`src/deq_pkg.sv`:
```
// ----------------------------------------------------------------------------
// deq_pkg
// shared types and codes of the double-ended queue unit
// ----------------------------------------------------------------------------
package deq_pkg;

	// operation codes carried in the input tuser
	typedef enum logic [2:0] {
		OP_PUSH_FRONT = 3'd0,
		OP_PUSH_BACK  = 3'd1,
		OP_POP_FRONT  = 3'd2,
		OP_POP_BACK   = 3'd3,
		OP_CLEAR      = 3'd4
	} op_t;

	// result status codes carried in the output tuser
	typedef enum logic [1:0] {
		ST_DONE  = 2'd0,
		ST_EMPTY = 2'd1,
		ST_FULL  = 2'd2
	} status_t;

	// what the back end does with the slot store
	typedef enum logic [1:0] {
		K_NONE  = 2'd0,
		K_WRITE = 2'd1,
		K_READ  = 2'd2
	} kind_t;

	localparam int unsigned WORD_W = 32;
	localparam int unsigned OCC_W  = 5;

	localparam logic signed [WORD_W-1:0] EMPTY_WORD = '1;

	// command from the front end to the back end (slot address travels apart)
	typedef struct packed {
		kind_t                    kind;
		status_t                  status;
		logic [OCC_W-1:0]         occupancy;
		logic signed [WORD_W-1:0] word;
	} cmd_t;

	localparam int unsigned CMD_W = $bits(cmd_t);

endpackage

```
`src/deq_front.sv`:
```
// ----------------------------------------------------------------------------
// deq_front
// accepts operations, keeps front index and count, issues slot commands
// ----------------------------------------------------------------------------
module deq_front import deq_pkg::*; #(
	parameter int unsigned CAPACITY = 16,
	parameter int unsigned AW       = $clog2(CAPACITY)
) (
	input  logic                     clk,
	input  logic                     arst_n,
	input  logic                     in_valid,
	output logic                     in_ready,
	input  logic [2:0]               op,
	input  logic signed [WORD_W-1:0] item,
	output logic                     cmd_valid,
	input  logic                     cmd_ready,
	output cmd_t                     cmd,
	output logic [AW-1:0]            cmd_addr
);

	localparam int unsigned CW = $clog2(CAPACITY + 1);
	localparam int unsigned SW = AW + 1;

	logic [AW-1:0] fi_q;
	logic [CW-1:0] cnt_q;
	logic [AW-1:0] fi_d;
	logic [CW-1:0] cnt_d;
	logic [AW-1:0] fi_dec;
	logic [AW-1:0] fi_inc;
	logic [SW-1:0] back_sum;
	logic [SW-1:0] back_last_sum;
	logic [SW-1:0] back_pos;
	logic [SW-1:0] last_pos;
	logic          full;
	logic          empty;
	logic          accept;

	assign in_ready  = cmd_ready;
	assign cmd_valid = in_valid;
	assign accept    = in_valid && cmd_ready;

	assign full  = (cnt_q == CW'(CAPACITY));
	assign empty = (cnt_q == '0);

	assign fi_dec = (fi_q == '0) ? AW'(CAPACITY - 1) : fi_q - AW'(1);
	assign fi_inc = (fi_q == AW'(CAPACITY - 1)) ? '0 : fi_q + AW'(1);

	// slot past the back and the back slot itself, wrapped once
	assign back_sum      = {1'b0, fi_q} + SW'(cnt_q);
	assign back_last_sum = back_sum - SW'(1);
	assign back_pos      = (back_sum >= SW'(CAPACITY)) ? back_sum - SW'(CAPACITY) : back_sum;
	assign last_pos      = (back_last_sum >= SW'(CAPACITY)) ?
		back_last_sum - SW'(CAPACITY) : back_last_sum;

	always_comb begin
		fi_d          = fi_q;
		cnt_d         = cnt_q;
		cmd_addr      = fi_q;
		cmd.kind      = K_NONE;
		cmd.status    = ST_DONE;
		cmd.word      = item;
		case (op)
			OP_PUSH_FRONT: begin
				if (full) begin
					cmd.status = ST_FULL;
				end else begin
					fi_d     = fi_dec;
					cnt_d    = cnt_q + CW'(1);
					cmd_addr = fi_dec;
					cmd.kind = K_WRITE;
				end
			end
			OP_PUSH_BACK: begin
				if (full) begin
					cmd.status = ST_FULL;
				end else begin
					cnt_d    = cnt_q + CW'(1);
					cmd_addr = back_pos[AW-1:0];
					cmd.kind = K_WRITE;
				end
			end
			OP_POP_FRONT: begin
				if (empty) begin
					cmd.status = ST_EMPTY;
				end else begin
					fi_d     = fi_inc;
					cnt_d    = cnt_q - CW'(1);
					cmd.kind = K_READ;
				end
			end
			OP_POP_BACK: begin
				if (empty) begin
					cmd.status = ST_EMPTY;
				end else begin
					cnt_d    = cnt_q - CW'(1);
					cmd_addr = last_pos[AW-1:0];
					cmd.kind = K_READ;
				end
			end
			OP_CLEAR: begin
				fi_d  = '0;
				cnt_d = '0;
			end
			default: begin
			end
		endcase
		cmd.occupancy = OCC_W'(cnt_d);
	end

	always_ff @(posedge clk or negedge arst_n) begin
		if (!arst_n) begin
			fi_q  <= '0;
			cnt_q <= '0;
		end else if (accept) begin
			fi_q  <= fi_d;
			cnt_q <= cnt_d;
		end
	end

endmodule

```
`src/deq_cmd_fifo.sv`:
```
// ----------------------------------------------------------------------------
// deq_cmd_fifo
// two-entry command queue between front end and back end
// ----------------------------------------------------------------------------
module deq_cmd_fifo #(
	parameter int unsigned WIDTH = 40
) (
	input  logic             clk,
	input  logic             arst_n,
	input  logic             in_valid,
	output logic             in_ready,
	input  logic [WIDTH-1:0] in_data,
	output logic             out_valid,
	input  logic             out_ready,
	output logic [WIDTH-1:0] out_data
);

	logic [WIDTH-1:0] entry_q [2];
	logic             wr_ptr_q;
	logic             rd_ptr_q;
	logic [1:0]       fill_q;
	logic             push;
	logic             pop;

	assign in_ready  = (fill_q != 2'd2);
	assign out_valid = (fill_q != 2'd0);
	assign out_data  = entry_q[rd_ptr_q];
	assign push      = in_valid && in_ready;
	assign pop       = out_valid && out_ready;

	always_ff @(posedge clk or negedge arst_n) begin
		if (!arst_n) begin
			wr_ptr_q <= 1'b0;
			rd_ptr_q <= 1'b0;
			fill_q   <= 2'd0;
		end else begin
			if (push) wr_ptr_q <= ~wr_ptr_q;
			if (pop) rd_ptr_q <= ~rd_ptr_q;
			if (push && !pop) fill_q <= fill_q + 2'd1;
			else if (pop && !push) fill_q <= fill_q - 2'd1;
		end
	end

	always_ff @(posedge clk) begin
		if (push) entry_q[wr_ptr_q] <= in_data;
	end

endmodule

```
`src/deq_back.sv`:
```
// ----------------------------------------------------------------------------
// deq_back
// slot store and result register; carries out writes and reads in order
// ----------------------------------------------------------------------------
module deq_back import deq_pkg::*; #(
	parameter int unsigned CAPACITY = 16,
	parameter int unsigned AW       = $clog2(CAPACITY)
) (
	input  logic                     clk,
	input  logic                     arst_n,
	input  logic                     cmd_valid,
	output logic                     cmd_ready,
	input  cmd_t                     cmd,
	input  logic [AW-1:0]            cmd_addr,
	output logic                     res_valid,
	input  logic                     res_ready,
	output logic signed [WORD_W-1:0] res_value,
	output status_t                  res_status,
	output logic [OCC_W-1:0]         res_occupancy
);

	logic signed [WORD_W-1:0] slots [CAPACITY];
	logic signed [WORD_W-1:0] rd_q;
	logic                     valid_q;
	cmd_t                     meta_q;
	logic                     take;

	assign cmd_ready = !valid_q || res_ready;
	assign take      = cmd_valid && cmd_ready;

	always_ff @(posedge clk or negedge arst_n) begin
		if (!arst_n) begin
			valid_q <= 1'b0;
		end else if (take) begin
			valid_q <= 1'b1;
		end else if (res_ready) begin
			valid_q <= 1'b0;
		end
	end

	always_ff @(posedge clk) begin
		if (take) begin
			meta_q <= cmd;
			if (cmd.kind == K_WRITE) slots[cmd_addr] <= cmd.word;
			if (cmd.kind == K_READ) rd_q <= slots[cmd_addr];
		end
	end

	assign res_valid     = valid_q;
	assign res_status    = meta_q.status;
	assign res_occupancy = meta_q.occupancy;
	assign res_value     = (meta_q.kind == K_READ) ? rd_q :
		(meta_q.status == ST_EMPTY) ? EMPTY_WORD : '0;

endmodule

```
`src/double_ended_queue_unit.sv`:
```
// an accepted word is registered in the command queue, then in the result register
// throughput: one op per cycle unless results back up; set by the single slot store port
// a two-entry command queue lets the front end keep accepting while a result waits
// reset: front index and count clear at once, queue empty; slot contents are not cleared
// ----------------------------------------------------------------------------
// double_ended_queue_unit
// bounded double-ended queue of signed words in a circular slot store
// ----------------------------------------------------------------------------
module double_ended_queue_unit import deq_pkg::*; #(
	parameter int unsigned CAPACITY = 16
) (
	input  logic        clk,
	input  logic        arst_n,
	// operation stream
	input  logic        s_axis_tvalid,
	output logic        s_axis_tready,
	input  logic [31:0] s_axis_tdata,   // item[31:0]
	input  logic [2:0]  s_axis_tuser,   // operation[2:0]
	// result stream
	output logic        m_axis_tvalid,
	input  logic        m_axis_tready,
	output logic [39:0] m_axis_tdata,   // popped_value[31:0], occupancy[36:32], zero pad
	output logic [1:0]  m_axis_tuser    // status[1:0]
);

	localparam int unsigned AW = $clog2(CAPACITY);
	localparam int unsigned QW = CMD_W + AW;

	// front end to command queue
	logic          f_valid;
	logic          f_ready;
	cmd_t          f_cmd;
	logic [AW-1:0] f_addr;

	// command queue to back end
	logic          b_valid;
	logic          b_ready;
	logic [QW-1:0] b_data;
	cmd_t          b_cmd;
	logic [AW-1:0] b_addr;

	// result side
	logic signed [WORD_W-1:0] r_value;
	status_t                  r_status;
	logic [OCC_W-1:0]         r_occupancy;

	// decode the operation and move the indices
	deq_front #(
		.CAPACITY (CAPACITY),
		.AW       (AW)
	) u_front (
		.clk       (clk),
		.arst_n    (arst_n),
		.in_valid  (s_axis_tvalid),
		.in_ready  (s_axis_tready),
		.op        (s_axis_tuser),
		.item      (s_axis_tdata),
		.cmd_valid (f_valid),
		.cmd_ready (f_ready),
		.cmd       (f_cmd),
		.cmd_addr  (f_addr)
	);

	// decouples the index bookkeeping from the slot store
	deq_cmd_fifo #(
		.WIDTH (QW)
	) u_fifo (
		.clk       (clk),
		.arst_n    (arst_n),
		.in_valid  (f_valid),
		.in_ready  (f_ready),
		.in_data   ({f_cmd, f_addr}),
		.out_valid (b_valid),
		.out_ready (b_ready),
		.out_data  (b_data)
	);

	assign b_cmd  = b_data[QW-1:AW];
	assign b_addr = b_data[AW-1:0];

	// slot store access and the result register
	deq_back #(
		.CAPACITY (CAPACITY),
		.AW       (AW)
	) u_back (
		.clk           (clk),
		.arst_n        (arst_n),
		.cmd_valid     (b_valid),
		.cmd_ready     (b_ready),
		.cmd           (b_cmd),
		.cmd_addr      (b_addr),
		.res_valid     (m_axis_tvalid),
		.res_ready     (m_axis_tready),
		.res_value     (r_value),
		.res_status    (r_status),
		.res_occupancy (r_occupancy)
	);

	// pack the result word, value in the low bits
	assign m_axis_tdata = {3'b000, r_occupancy, r_value};
	assign m_axis_tuser = r_status;

`ifndef ASSERT_OFF
	// a pop on an empty queue reports all ones and nothing stored
	a_empty_word: assert property (@(posedge clk) disable iff (!arst_n)
		m_axis_tvalid && (m_axis_tuser == ST_EMPTY) |->
			(m_axis_tdata[31:0] == 32'hFFFF_FFFF) && (m_axis_tdata[36:32] == 5'd0))
		else $error("empty pop result malformed");

	// a dropped push only happens at full occupancy and returns zero
	a_full_drop: assert property (@(posedge clk) disable iff (!arst_n)
		m_axis_tvalid && (m_axis_tuser == ST_FULL) |->
			(m_axis_tdata[36:32] == OCC_W'(CAPACITY)) && (m_axis_tdata[31:0] == 32'd0))
		else $error("dropped push result malformed");

	// reported occupancy never exceeds capacity while it fits the field
	a_occ_bound: assert property (@(posedge clk) disable iff (!arst_n)
		m_axis_tvalid && (CAPACITY < 32) |-> (m_axis_tdata[36:32] <= OCC_W'(CAPACITY)))
		else $error("occupancy above capacity");
`endif

endmodule

```
`config.mk`:
```
export PLATFORM = sky130hd
export DESIGN_NAME = double_ended_queue_unit
export DESIGN_NICKNAME = d
export VERILOG_FILES = /design/src/deq_pkg.sv /design/src/deq_front.sv /design/src/deq_cmd_fifo.sv /design/src/deq_back.sv /design/src/double_ended_queue_unit.sv
export SDC_FILE = /design/constraint.sdc
export NUM_CORES = 1
export LEC_CHECK = 0
export ABC_AREA = 1
export ABC_CLOCK_PERIOD_IN_PS = 5550
export BUFFER_PORTS_ARGS = -buffer_cell sky130_fd_sc_hd__buf_2
export CELL_PAD_IN_SITES_DETAIL_PLACEMENT = 0
export CELL_PAD_IN_SITES_GLOBAL_PLACEMENT = 1
export CORE_MARGIN = 5
export CORE_UTILIZATION = 45
export DETAILED_ROUTE_END_ITERATION = 10
export PLACE_DENSITY_LB_ADDON = 0.1
export SYNTH_ARGS = -nofsm -noshare
export SYNTH_HDL_FRONTEND = slang
export SYNTH_SLANG_ARGS = --single-unit
export TNS_END_PERCENT = 10
```
`constraint.sdc`:
```
create_clock -name clk -period 5.55 [get_ports clk]
set_input_delay 0.2775 -clock clk [delete_from_list [all_inputs] [get_ports clk]]
set_output_delay 0.2775 -clock clk [all_outputs]
set_load 0.1 [all_outputs]
```
* Yosys cells after proc, flatten, opt, wreduce, memory -nomap -nowiden
Memory sizes are Yosys's and may differ from the RTL's. A register that Yosys moved wholly into a read port is not among the register bits.
Cells that the tools add are included.
** Cells by class
- Order comparisons :: 2
- Equal/unequal tests :: 12
- Mux-type cells :: 29
- Shift operators :: 0
- Reduce and logical (&&, ||, !) cells :: 19
- Multiply operators :: 0
- Divide/modulo/power cells :: 0
- Bitwise gates (word level) :: 2
- $add $sub $neg :: 10
** Operator list (number)
- two-way mux 32 bit :: 2
- two-way mux 4 bit :: 8
- case mux 4 bit (3 select lines) :: 2
- case mux 5 bit (3 select lines) :: 1
- subtractor 4 x 1 -> 4 bit, second input constant :: 3
- greater-or-equal comparator 5 bit, second input constant :: 2
- two-way mux 5 bit :: 2
- subtractor 5 x 1 -> 5 bit, second input constant :: 2
- two-way mux 1 bit :: 9
- two-way mux 2 bit :: 4
- case mux 4 bit (2 select lines) :: 1
- equality test 3 x 2 -> 1 bit, second input constant :: 2
- nonzero test 2 bit :: 3
- adder 4 x 5 -> 5 bit :: 1
- adder 5 x 1 -> 5 bit, second input constant :: 1
- equality test 5 bit, second input constant :: 1
- zero test 5 bit :: 1
- adder 4 x 1 -> 4 bit, second input constant :: 1
- equality test 2 x 1 -> 1 bit, second input constant :: 2
- equality test 2 bit, second input constant :: 2
- equality test 4 bit, second input constant :: 1
- logical AND 1 bit :: 4
- zero test 4 bit :: 1
- != test 2 bit, second input constant :: 2
- 12 further kinds :: 16
** Word-level totals
- Memories kept :: 2
- RAM bits :: 602
- Register bits after elaboration :: 23
- ROM bits :: 0
- Logic and storage cells :: 85
- Output and inout bits :: 44
- Bits in latches :: 0
- Bits of input ports :: 39
** Memories
- u_back.slots :: words 16, bits a word 32, rd ports 1, clocked after Yosys merged registers in 1, write ports 1, RTL line deq_back.sv:22 : logic signed [WORD_W-1:0] slots [CAPACITY];
- u_fifo.entry_q :: words 2, bits a word 45, rd ports 1, clocked after Yosys merged registers in 0, write ports 1, RTL line deq_cmd_fifo.sv:18 : logic [WIDTH-1:0] entry_q [2];

* Logic depth before layout (Yosys ltp)
Gate-level depths: netlist (run 1).
- Word-level depth :: 6
- Depth in mapped cells :: 14
- Gate-level depth less buffers :: 12

* Modules after synthesis
Synthesis (run 1) repeated with hierarchy kept, for this count alone.
** Second synthesis, totals
- Cells, all modules :: 2724
- Area total of the unflattened synthesis :: 28344.7 µm²
** Modules (own cells, without submodules)
- deq_back :: cells each 2216, instances 1, area an instance 23216.0 µm², sequential area each 16631.0 µm²
- deq_cmd_fifo :: cells each 263, instances 1, area an instance 3545.9 µm², sequential area each 2802.7 µm²
- deq_front :: cells each 241, instances 1, area an instance 1556.5 µm², sequential area each 225.2 µm²
- double_ended_queue_unit :: cells each 4, instances 1, area an instance 26.3 µm², sequential area each 0.0 µm²

* Least setup slack after synthesis (run 1)
Ideal clock, no wire load.
- Path kind :: register -> register
- Start :: reg u_back.valid_q (netlist: u_back.res_valid)
- End :: mem u_back.slots[0][0] (enable)
- Buffers on the path :: 0
- Slack :: 1.536 ns
- Period minus slack after synthesis :: 4.014 ns
- Library setup time :: 0.421 ns
- Required time :: 5.129 ns
- Stages on the path, launching flop included :: 8
- Arrival time :: 3.593 ns
- Cell sequence :: dfrtp_1 > inv_1 > nor2_1 > a21oi_1 > inv_1 > nor3_1 > nand3_1 > nor2_1
** On the way
- Longest elaborated chain between the ends :: 5
** RTL lines
- start: declaration :: RTL line deq_back.sv:24 : logic valid_q;
- start signal: assignment :: RTL line deq_back.sv:33 : valid_q <= 1'b0;
- start signal: assignment :: RTL line deq_back.sv:35 : valid_q <= 1'b1;
- start signal: assignment :: RTL line deq_back.sv:37 : valid_q <= 1'b0;
- zero test 1 bit :: RTL line deq_back.sv:28 : assign cmd_ready = !valid_q || res_ready;
- logical OR 1 bit :: RTL line deq_back.sv:28
- logical AND 1 bit :: RTL line deq_back.sv:29 : assign take = cmd_valid && cmd_ready;
- named net u_back.take :: RTL line deq_back.sv:26 : logic take;
- two-way mux 1 bit :: RTL line deq_back.sv:42 : if (take) begin
- two-way mux 1 bit (implied by the code) :: RTL line deq_back.sv:44 : if (cmd.kind == K_WRITE) slots[cmd_addr] <= cmd.word;
- end: declaration :: RTL line deq_back.sv:22
The timed path passes the listed nets, and every way through them passes these cells.

* Worst setup path after layout (run 1)
- Start :: reg u_fifo.rd_ptr_q
- End :: mem u_back.slots[2][0] (enable)
** On the way
- Longest elaborated chain between the ends :: 5
** RTL lines
- start: declaration :: RTL line deq_cmd_fifo.sv:20 : logic rd_ptr_q;
- start signal: assignment :: RTL line deq_cmd_fifo.sv:38 : if (pop) rd_ptr_q <= ~rd_ptr_q;
- memory (2 x 45 bit) *
- equality test 2 x 1 -> 1 bit :: RTL line deq_back.sv:44
- two-way mux 1 bit :: RTL line deq_back.sv:44
- two-way mux 1 bit :: RTL line deq_back.sv:42
- two-way mux 1 bit (implied by the code) :: RTL line deq_back.sv:44
Mark *: on every way between the ends. The rest lies on a longest branch, timed or not.

==> results of run 1 <==
==> placed cells by master, fill, tap and decap left out, drive strengths merged, types with 3 or more instances in the layout <==
cell	instances
nor2	54
clkbuf	90
or2	5
ha	10
nand3	153
o21ai	19
clkinv	34
o211ai	3
nand4	4
inv	98
nand2	1312
dlygate4sd3	34
dfrtp	14
a21oi	7
xor2	7
edfxtp	643
bufinv	7
nand3b	3
buf	120
xnor2	4
conb	3
==> cells by family (layout without fill, tap and decap cells) <==
kind of cell    count (synthesis)  count (layout)  synth area share (%)
buf+inv                       227             385                 3.602
fa+ha+maj                      11              11                0.5363
xor+xnor                       11              11                0.3560
flops                         657             657                 72.64
compound gates                 29              29                0.6195
other cells                     1               3               0.01386
simple gates                 1534            1534                 22.23
==> metrics by stage <==
step                total power [µW]  std cells  instance area (µm²)
floorplan                      12690       2472                27070
global placement               15050       3249                28410
detailed placement             15140       3249                28410
CTS                            19700       3403                30930
global route                   20690       3403                30930
finish                         19470       3403                30930
==> power by group <==
group	internal (µW)	leakage [µW]	switching, µW	total, µW
sequential	6810	0.00602	233	7050
combinational	1630	0.00536	6280	7910
clock	2670	0.00106	1850	4520
total	11100	0.0124	8360	19500
==> registers in the layout, summed over array words and instances (netlist names), 4 cells and up <==
name                  count
u_front.cnt_q             5
u_back.res_occupancy      5
u_fifo.entry_q           90
u_back.rd_q              32
u_back.slots            512
u_front.fi_q              4
==> worst paths after layout <==
check / end / depth (start not counted) / slack (ns) / startpoint
worst max-delay path: u_back.slots[2][0] / 8 / 1.10 / u_fifo.rd_ptr_q
worst min-delay path: u_front.cnt_q[3] / 2 / 0.14 / arst_n
worst max register to register: u_back.slots[2][0] / 8 / 1.10 / u_fifo.rd_ptr_q
worst min register to register: u_fifo.fill_q[0] / 1 / 0.48 / u_fifo.fill_q[0]
max in group asynchronous: u_fifo.rd_ptr_q / 2 / 5.11 / arst_n
min in group clk: u_front.fi_q[2] / 6 / 0.14 / s_axis_tuser[0]
==> cell usage after synthesis, types with 4 or more instances <==
master	count	area [µm²]
nor2_1	50	187.7
buf_4	17	127.6
xnor2_1	4	35.03
ha_1	10	125.1
nand2_1	1311	4921
o21ai_0	16	80.08
dfrtp_1	14	350.3
buf_1	13	48.80
inv_2	4	15.01
clkbuf_1	41	153.9
buf_2	45	225.2
xor2_1	7	61.31
clkinv_1	14	52.55
edfxtp_1	643	19310
nand4_1	4	25.02
inv_1	92	345.3
nand3_1	153	765.7
a21oi_1	7	35.03
==> metal layers <==
layer	share of wire, %	vias to the layer above	GRT usage (%)
li1	-	8354	-
met2	49	397	36.42
met1	44	8356	29.05
met4	1.7	0	5.158
met5	0	-	0
met3	5.2	77	3.445
==> final cells by class <==
type	count	area, µm²	share of cell area, %
flip-flops and latches	657	19660	63.57
multi-input cells	1588	6613	21.38
clock buffers	90	1848	5.976
repair buffers	154	1094	3.536
well taps	773	967.2	3.127
inverters	111	419.2	1.355
clock inverters	30	325.3	1.052
==> results.py, run 1 <==
metrics = {
    "synthesis": {
        "synthArstFlopShare_pct": 2.131,
        "yosysWarnings": 0,
        "synth_cell_type_count": 33,
        "syn-cell-area_um2": 27060,
        "ys_ff_latch": 657,
        "ys.flop_type": "edfxtp_1",
        "syn_avg_cell_area_um2": 10.96,
        "synth_edf_count": 643,
        "ys_seq_area_share_pct": 72.64,
        "synth_cells": 2470,
    },
    "floorplanning": {
        "ios": 83,
        "die_x_um": 255.2,
        "die_h_um": 255.2,
        "start_util_pct": 45.68,
        "num_rows": 89,
        "die_area_um2": 65140,
        "core_um2": 59240,
    },
    "routing": {
        "post-route-drc-count": 0,
        "finalWirelength_um": 68700,
        "drtPass1Iterations": 7,
        "wire_per_inst_um": 20.19,
        "avgViaCountPerCell": 5.050,
        "ant_nets": 0,
        "num_vias": 17180,
        "first_iter_violations": 1284,
    },
    "placement": {
        "dp_hpwl_um": 38740,
        "place.gp.congestion": 0.7856,
        "port_buffers": 79,
        "place_ws_ns": 1.142,
    },
    "clocking": {
        "cts_tree": "built",
        "numCtsBuffers": 70,
        "cts.path.max_buffers": 3,
        "cts_resized": 0,
        "postCtsSetupBuffers": 0,
        "clock_latency_ns": 0.60,
        "ctsHtreeMaxLevel": 3,
        "cts.sinks": 657,
        "hold_buffers": 34,
        "root_buffer": "clkbuf_16",
        "clk_pin_slew_ns": 0.06,
    },
    "critical_path": {
        "end_kind": "flip-flop",
        "timing_worst_setup_path_type": "flip-flop to flip-flop",
        "cpLargestDelayFamily": "simple AND/OR/NAND/NOR gates",
        "cp_num_buf_inv": 3,
        "cp_max_fo": 29,
        "cp_slowest_stage_delay_ns": 0.93,
        "cp.arrival_ns": 4.74,
        "cpMaxStageDelayCell": "nor2_4",
        "cp_cell_sequence": "inv_2, buf_4, or2_2, o21ai_0, nor3_1, nand2_1, nor2_4, buf_4",
        "start_kind": "flip-flop",
        "worst-endpoint-required_ns": 5.84,
        "crit_top_cell": "buf_4",
    },
    "global_route": {
        "grt_max_degree": 146,
        "antenna_found_initial": 0,
        "track_usage_pct": 21.35,
        "grt_overflow": 0,
        "grt_pass1_wl_um": 104600,
        "grt_pass1_vias": 17230,
    },
    "job": {
        "maxCapViolCount": 0,
    },
    "sta": {
        "drv_slew": 0,
        "slew-limit-headroom_pct": 18.34,
        "fmax_mhz": 224.6,
        "final.period_utilization_pct": 80.22,
        "rsz0062_at_grt": "false",
        "hold_viol": 0,
        "min_period_ns": 4.452,
        "worst_pin_slew_ns": 1.222,
        "hold_slack_ns": 0.1353,
        "fin_setup_tns_ns": 0,
        "fin_ws_ns": 1.098,
        "setup_viol": 0,
        "clock_skew_ns": 0.01331,
    },
    "outcome": {
        "status": "finished, final reports clean",
    },
    "cells_and_area": {
        "nNetsFinal": 2632,
        "postLayoutCoreUtil_pct": 52.20,
        "antenna_cells": 0,
        "n_fill_cell": 5261,
        "syn2layout_area_growth_pct": 14.28,
        "drive_gt1_share_pct": 9.430,
    },
    "hold_path": {
        "hold_path_class": "input pin to async pin",
    },
    "power_and_ir_drop": {
        "peakVddDrop_v": 0.0005467,
        "p_leak_uw": 0.01243,
        "cellPowerDensity_nw_per_um2": 629.7,
    },
}
(Power assumes the default switching activity.)
==> run 2: changes to the inputs <==
Settings changed: ABC_CLOCK_PERIOD_IN_PS 5550 to 4000.
Clock period 5.55 ns to 4 ns, I/O delays scaled along.
==> run 2 against run 1 <==
Clock skew fell by 0.0034 ns. Clock power grew 35%. Sequential share of layout area fell by 0.34 points. Sequential cell count is the same. Die area unchanged. Highest routed layer unchanged. Setup slack got worse by 0.18 ns.
==> results.py, run 2 (same netlist as run 1, synthesis figures left out) <==
metrics = {
    "outcome": {
        "status": "finished, final reports clean",
    },
    "critical_path": {
        "start_kind": "flip-flop",
        "worst-endpoint-required_ns": 4.28,
        "cpMaxStageDelayCell": "nor2_4",
        "end_kind": "flip-flop",
        "cp.arrival_ns": 3.36,
        "crit_top_cell": "buf_4",
        "cp_num_buf_inv": 3,
        "cp_cell_sequence": "buf_4, o21ai_0, nor3_1, buf_4, nand3_1, nor2_4, buf_4",
        "timing_worst_setup_path_type": "flip-flop to flip-flop",
        "cp_max_fo": 21,
        "cpLargestDelayFamily": "simple AND/OR/NAND/NOR gates",
        "cp_slowest_stage_delay_ns": 0.53,
    },
    "clocking": {
        "clock_latency_ns": 0.59,
        "ctsHtreeMaxLevel": 3,
        "cts.sinks": 657,
        "numCtsBuffers": 70,
        "cts_resized": 0,
        "hold_buffers": 34,
        "root_buffer": "clkbuf_16",
        "clk_pin_slew_ns": 0.06,
        "cts_tree": "built",
        "postCtsSetupBuffers": 0,
        "cts.path.max_buffers": 3,
    },
    "job": {
        "maxCapViolCount": 0,
    },
    "sta": {
        "rsz0062_at_grt": "false",
        "final.period_utilization_pct": 76.97,
        "setup_viol": 0,
        "worst_pin_slew_ns": 1.117,
        "fin_ws_ns": 0.9212,
        "slew-limit-headroom_pct": 25.48,
        "min_period_ns": 3.079,
        "hold_viol": 0,
        "fmax_mhz": 324.8,
        "drv_slew": 0,
        "clock_skew_ns": 0.009876,
    },
    "cells_and_area": {
        "largestRegisters": "u_back.slots x512, u_fifo.entry_q x90, u_back.rd_q x32",
        "drive_gt1_share_pct": 9.682,
        "largest-register": "u_back.slots",
        "syn2layout_area_growth_pct": 14.89,
        "layout.cells.non_filler": 3418,
        "final_cell_area_um2": 31090,
        "largest_reg_flops": 512,
        "nNetsFinal": 2645,
        "layout_common_cells": "nand2_1 (1,311), edfxtp_1 (643), nand3_1 (153)",
        "final_common_cell": "nand2_1",
        "postLayoutCoreUtil_pct": 52.48,
    },
    "global_route": {
        "track_usage_pct": 21.97,
        "antenna_found_initial": 1,
        "grt_overflow": 0,
        "grt_pass1_wl_um": 107000,
        "grt_pass1_vias": 17290,
        "grt_max_degree": 132,
    },
    "power_and_ir_drop": {
        "peakVddDrop_v": 0.0006164,
        "p_leak_uw": 0.01251,
        "cellPowerDensity_nw_per_um2": 865.2,
        "fin_total_pwr_uw": 26900,
    },
    "routing": {
        "drtPass1Iterations": 5,
        "ant_nets": 0,
        "first_iter_violations": 1317,
        "post-route-drc-count": 0,
        "finalWirelength_um": 71260,
        "wire_per_inst_um": 20.85,
        "avgViaCountPerCell": 5.140,
        "num_vias": 17570,
    },
    "placement": {
        "postPlaceCellArea_um2": 28620,
        "place_ws_ns": 0.9182,
        "placed_cells": 3262,
        "place.gp.congestion": 0.7757,
        "dp_hpwl_um": 38580,
        "port_buffers": 79,
    },
    "hold_path": {
        "hold_path_class": "input pin to flip-flop",
    },
    "floorplanning": {
        "num_rows": 89,
        "die_h_um": 255.2,
        "die_area_um2": 65140,
        "ios": 83,
        "core_um2": 59240,
        "die_x_um": 255.2,
        "start_util_pct": 45.68,
    },
}
## run 2: cell types whose count changed in the layout (fill, tap and decap cells not counted), moves of 2 or more
cell | previous run | this run
clkbuf_8 | 0 | 3
clkinv_1 | 24 | 31
buf_12 | 4 | 13
bufinv_16 | 7 | 3
clkinv_2 | 9 | 6
buf_4 | 37 | 41
clkbuf_16 | 71 | 73
## run 2: report_power, final
| part | total, µW | switching (µW) | internal, µW |
|---|---|---|---|
| registers | 9780 | 327 | 9450 |
| logic | 11000 | 8700 | 2320 |
| clock network | 6110 | 2540 | 3570 |
## run 2: layout make-up
cell class              count  area [µm²]
fillers                  5214       28150
flip-flops and latches    657       19660
multi-input cells        1588        6613
clock buffers              94        1936
repair buffers            167        1304
well taps                 773       967.2
inverters                 111       419.2
clock inverters            27       191.4
diodes                      1       2.502
## run 2: layer usage
metal,vias to the layer above,GRT usage (%),wire length [µm]
met5,-,0,0
met2,475,37.72,35160
met3,91,3.658,3948
met1,8612,29.31,30590
met4,0,5.951,1554
li1,8390,-,-
## run 2: tightest hold or removal path, delay by kind of cell
kind          cells  cell delay (ns)
simple gates      3             0.33
buf+inv           1             0.08
## run 2: final timing paths
check / from / to / slack (ns) / cells past startpoint
max: u_fifo.rd_ptr_q / u_back.slots[8][11] / 0.92 / 7
min: s_axis_tvalid / u_front.cnt_q[0] / 0.06 / 4
max reg2reg: u_fifo.rd_ptr_q / u_back.slots[8][11] / 0.92 / 7
min reg2reg: u_fifo.fill_q[0] / u_fifo.fill_q[0] / 0.48 / 1
max in group asynchronous: arst_n / u_fifo.rd_ptr_q / 3.59 / 2
min in group asynchronous: arst_n / u_fifo.fill_q[1] / 0.08 / 2
## run 2: through the flow
| stage | hold WS, ns | setup TNS (ns) |
|---|---|---|
| 6_report | 0.05720 | 0 |
| 2_1_floorplan | -0.09559 | -3.516 |
| 5_1_grt | 0.08093 | 0 |
| 3_3_place_gp | 0.1604 | 0 |
| 4_1_cts | 0.02704 | 0 |
| 3_5_place_dp | 0.1643 | 0 |
==> run 3: changes to the inputs <==
Settings changed: ABC_AREA 1 to 0, ABC_CLOCK_PERIOD_IN_PS 4000 to 2460.
Clock period 4 ns to 2.46 ns, I/O delays scaled along.
==> run 3 against run 2 <==
The flow now finishes with violations (setup timing). Critical path depth unchanged. Clock-buffer cell count shrank 6. Clock skew increased by 0.013 ns. Non-clock buffer count grew 68. Synthesized area shrank 5.7%. Sequential cell count is the same. Total power grew 55%. Fmax increased by 23%. Register-to-register slack got worse by 0.97 ns.
==> results.py, run 3 <==
metrics = {
    "sta": {
        "worst_pin_slew_ns": 0.7168,
        "slew-limit-headroom_pct": 52.05,
        "drv_slew": 0,
        "min_period_ns": 2.512,
        "fin_ws_ns": -0.05204,
        "rsz0062_at_grt": "true",
        "setup_viol": 16,
        "final.period_utilization_pct": 102.1,
        "fmax_mhz": 398.1,
        "hold_viol": 0,
        "clock_skew_ns": 0.02265,
        "fin_setup_tns_ns": -0.4507,
    },
    "critical_path": {
        "worst-endpoint-required_ns": 2.80,
        "timing_worst_setup_path_type": "flip-flop to flip-flop",
        "cp.arrival_ns": 2.85,
        "reg2regPathDepth": 7,
        "end_kind": "flip-flop",
        "reg2reg_slack_ns": -0.05,
        "r2r_end": "u_back.rd_q[18]",
        "cp_max_fo": 6,
        "rr_startpoint": "u_fifo.rd_ptr_q",
        "start_kind": "flip-flop",
    },
    "synthesis": {
        "yosys-top-cells-area": "edfxtp_1 (76%), mux4_2 (4.6%), a22oi_1 (3.8%)",
        "ys_ff_latch": 657,
        "synthArstFlopShare_pct": 2.131,
        "synth_top_area_share_pct": 75.68,
        "synth.most_common_cell": "edfxtp_1",
        "yosys-top-cells-count": "edfxtp_1 (643), a22oi_1 (130), a21oi_1 (78), clkbuf_1 (57)",
        "syn_avg_cell_area_um2": 18.38,
        "synth_edf_count": 643,
        "synth_cell_type_count": 67,
        "ys.flop_type": "edfxtp_1",
        "ys_seq_area_share_pct": 77.05,
        "syn-cell-area_um2": 25510,
        "synth_cells": 1388,
        "synth_top_area_cell": "edfxtp_1",
        "yosysWarnings": 0,
    },
    "floorplanning": {
        "ios": 83,
        "die_h_um": 248.1,
        "start_util_pct": 45.34,
        "num_rows": 87,
        "core_um2": 56280,
        "die_area_um2": 61560,
        "die_x_um": 248.1,
    },
    "cells_and_area": {
        "final_common_cell": "edfxtp_1",
        "nNetsFinal": 1662,
        "largest-register": "u_back.slots",
        "layout_common_cells": "edfxtp_1 (643), a22oi_1 (129), clkbuf_16 (83), buf_12 (83), a21oi_1 (77)",
        "n_fill_cell": 4393,
        "largest_reg_flops": 512,
        "antenna_cells": 0,
        "syn2layout_area_growth_pct": 23.74,
        "largestRegisters": "u_back.slots x512, u_fifo.entry_q x90, u_back.rd_q x32",
        "drive_gt1_share_pct": 26.85,
        "layout.cells.non_filler": 2421,
    },
    "power_and_ir_drop": {
        "p_leak_uw": 0.01058,
        "peakVddDrop_v": 0.001198,
        "cellPowerDensity_nw_per_um2": 1325,
    },
    "global_route": {
        "grt_max_degree": 46,
        "grt_pass1_wl_um": 91840,
        "antenna_found_initial": 0,
        "grt_pass1_vias": 14140,
        "track_usage_pct": 20.30,
        "grt_overflow": 0,
    },
    "placement": {
        "dp_hpwl_um": 35420,
        "place_ws_ns": -0.09945,
        "placed_cells": 2239,
        "place.gp.congestion": 0.7648,
        "port_buffers": 79,
    },
    "outcome": {
        "failed_checks": "setup timing",
        "status": "finished, violations left",
    },
    "hold_path": {
        "hold_depth": 3,
        "min_to": "u_front.cnt_q[3]",
        "worstHoldStart": "s_axis_tuser[2]",
        "hold_path_class": "input pin to flip-flop",
    },
    "routing": {
        "drtPass1Iterations": 5,
        "num_vias": 13840,
        "finalWirelength_um": 63700,
        "first_iter_violations": 1309,
        "post-route-drc-count": 0,
        "wire_per_inst_um": 26.31,
        "avgViaCountPerCell": 5.717,
        "ant_nets": 0,
    },
    "clocking": {
        "cts.path.max_buffers": 3,
        "clock_latency_ns": 0.60,
        "clk_pin_slew_ns": 0.06,
        "cts.sinks": 657,
        "numCtsBuffers": 70,
        "cts_tree": "built",
        "root_buffer": "clkbuf_16",
        "ctsHtreeMaxLevel": 3,
    },
    "job": {
        "maxCapViolCount": 0,
    },
}
==> run 3: changes by cell type in the layout (fill, tap and decap cells not counted), sizes merged, moves of 44 or more <==
cell   before  now
nand3     153    8
a22oi       0  131
mux2        0   44
buf       133  192
a21oi       7   78
mux4        0   64
nand2    1312   19
==> run 3: area by class of cell <==
type                       count  area, µm²  share of cell area (%)
multi-input combinational    594       5543                   17.56
inverter                      54      202.7                  0.6420
clock buffer                  88       1926                   6.099
tap                          756      945.9                   2.996
timing repair buffer         235       2959                   9.373
sequential                   657      19660                   62.28
clock inverter                37      332.8                   1.054
==> run 3: per-stage QoR <==
step	hold slack, ns	total power [µW]	instance area (µm²)	util [%]
floorplan	-0.1726	25180	25620	-
global placement	0.06246	30870	28460	50.58
finish	0.1156	41830	31570	56.10
CTS	0.07467	41510	31110	55.29
global route	0.1198	43690	31570	56.10
detailed placement	0.05683	30990	28460	50.58
==> run 3: routing by layer <==
metal | GRT usage [%] | up-vias | wire length, µm
li1 | - | 6118 | -
met1 | 28.54 | 7226 | 27920
met2 | 33.31 | 412 | 31260
met3 | 3.423 | 86 | 3390
met4 | 5.550 | 0 | 1124
met5 | 0 | - | 0
==> run 3: how the worst max path moves through the flow <==
stage | slack [ns] | end | from
after floorplan | -0.48 | m_axis_tdata[10] | u_back.meta_q[39]
after global placement | -0.06 | u_back.slots[12][29] | u_fifo.rd_ptr_q
after detailed placement | -0.1 | u_back.slots[12][29] | u_fifo.rd_ptr_q
after CTS | -0.01 | u_back.rd_q[11] | u_fifo.rd_ptr_q
after global routing | -0.11 | u_back.rd_q[18] | u_fifo.rd_ptr_q
final | -0.05 | u_back.rd_q[18] | u_fifo.rd_ptr_q
==> run 3: cell families after synthesis <==
logic type | share of synthesized area (%)
adders and majority gates | 0.5689
DFF | 77.05
and+or+nand+nor | 2.687
AOI/OAI and AO/OA | 8.915
muxes | 8.003
buffers and inverters | 2.521
xor gates and xnor gates | 0.2403
other | 0.01470
==> run 3: timing repair <==
item,CTS,global route
hold buffers,35,0
pin swaps,0,29
cloned,0,12
endpoints found under the hold margin,79,0
endpoints found under the setup margin,362,549
resized for setup,10,24
setup buffers,0,10
==> run 3: critical path: stages, from the launching register on <==
cell and delay (ns):
dfrtp_4 0.51, nand2_4 0.11, o21a_4 0.24, buf_12 0.15, clkbuf_16 0.16, mux4_1 0.55, a22o_1 0.24, or3_1 0.29
==> run 3: where the power goes <==
group	switching, µW	leakage (µW)	total, µW	internal [µW]
combinational	10200	0.00349	16300	6110
sequential	394	0.00600	15200	14800
clock	4160	0.00110	10300	6170
total	14800	0.0106	41800	27100
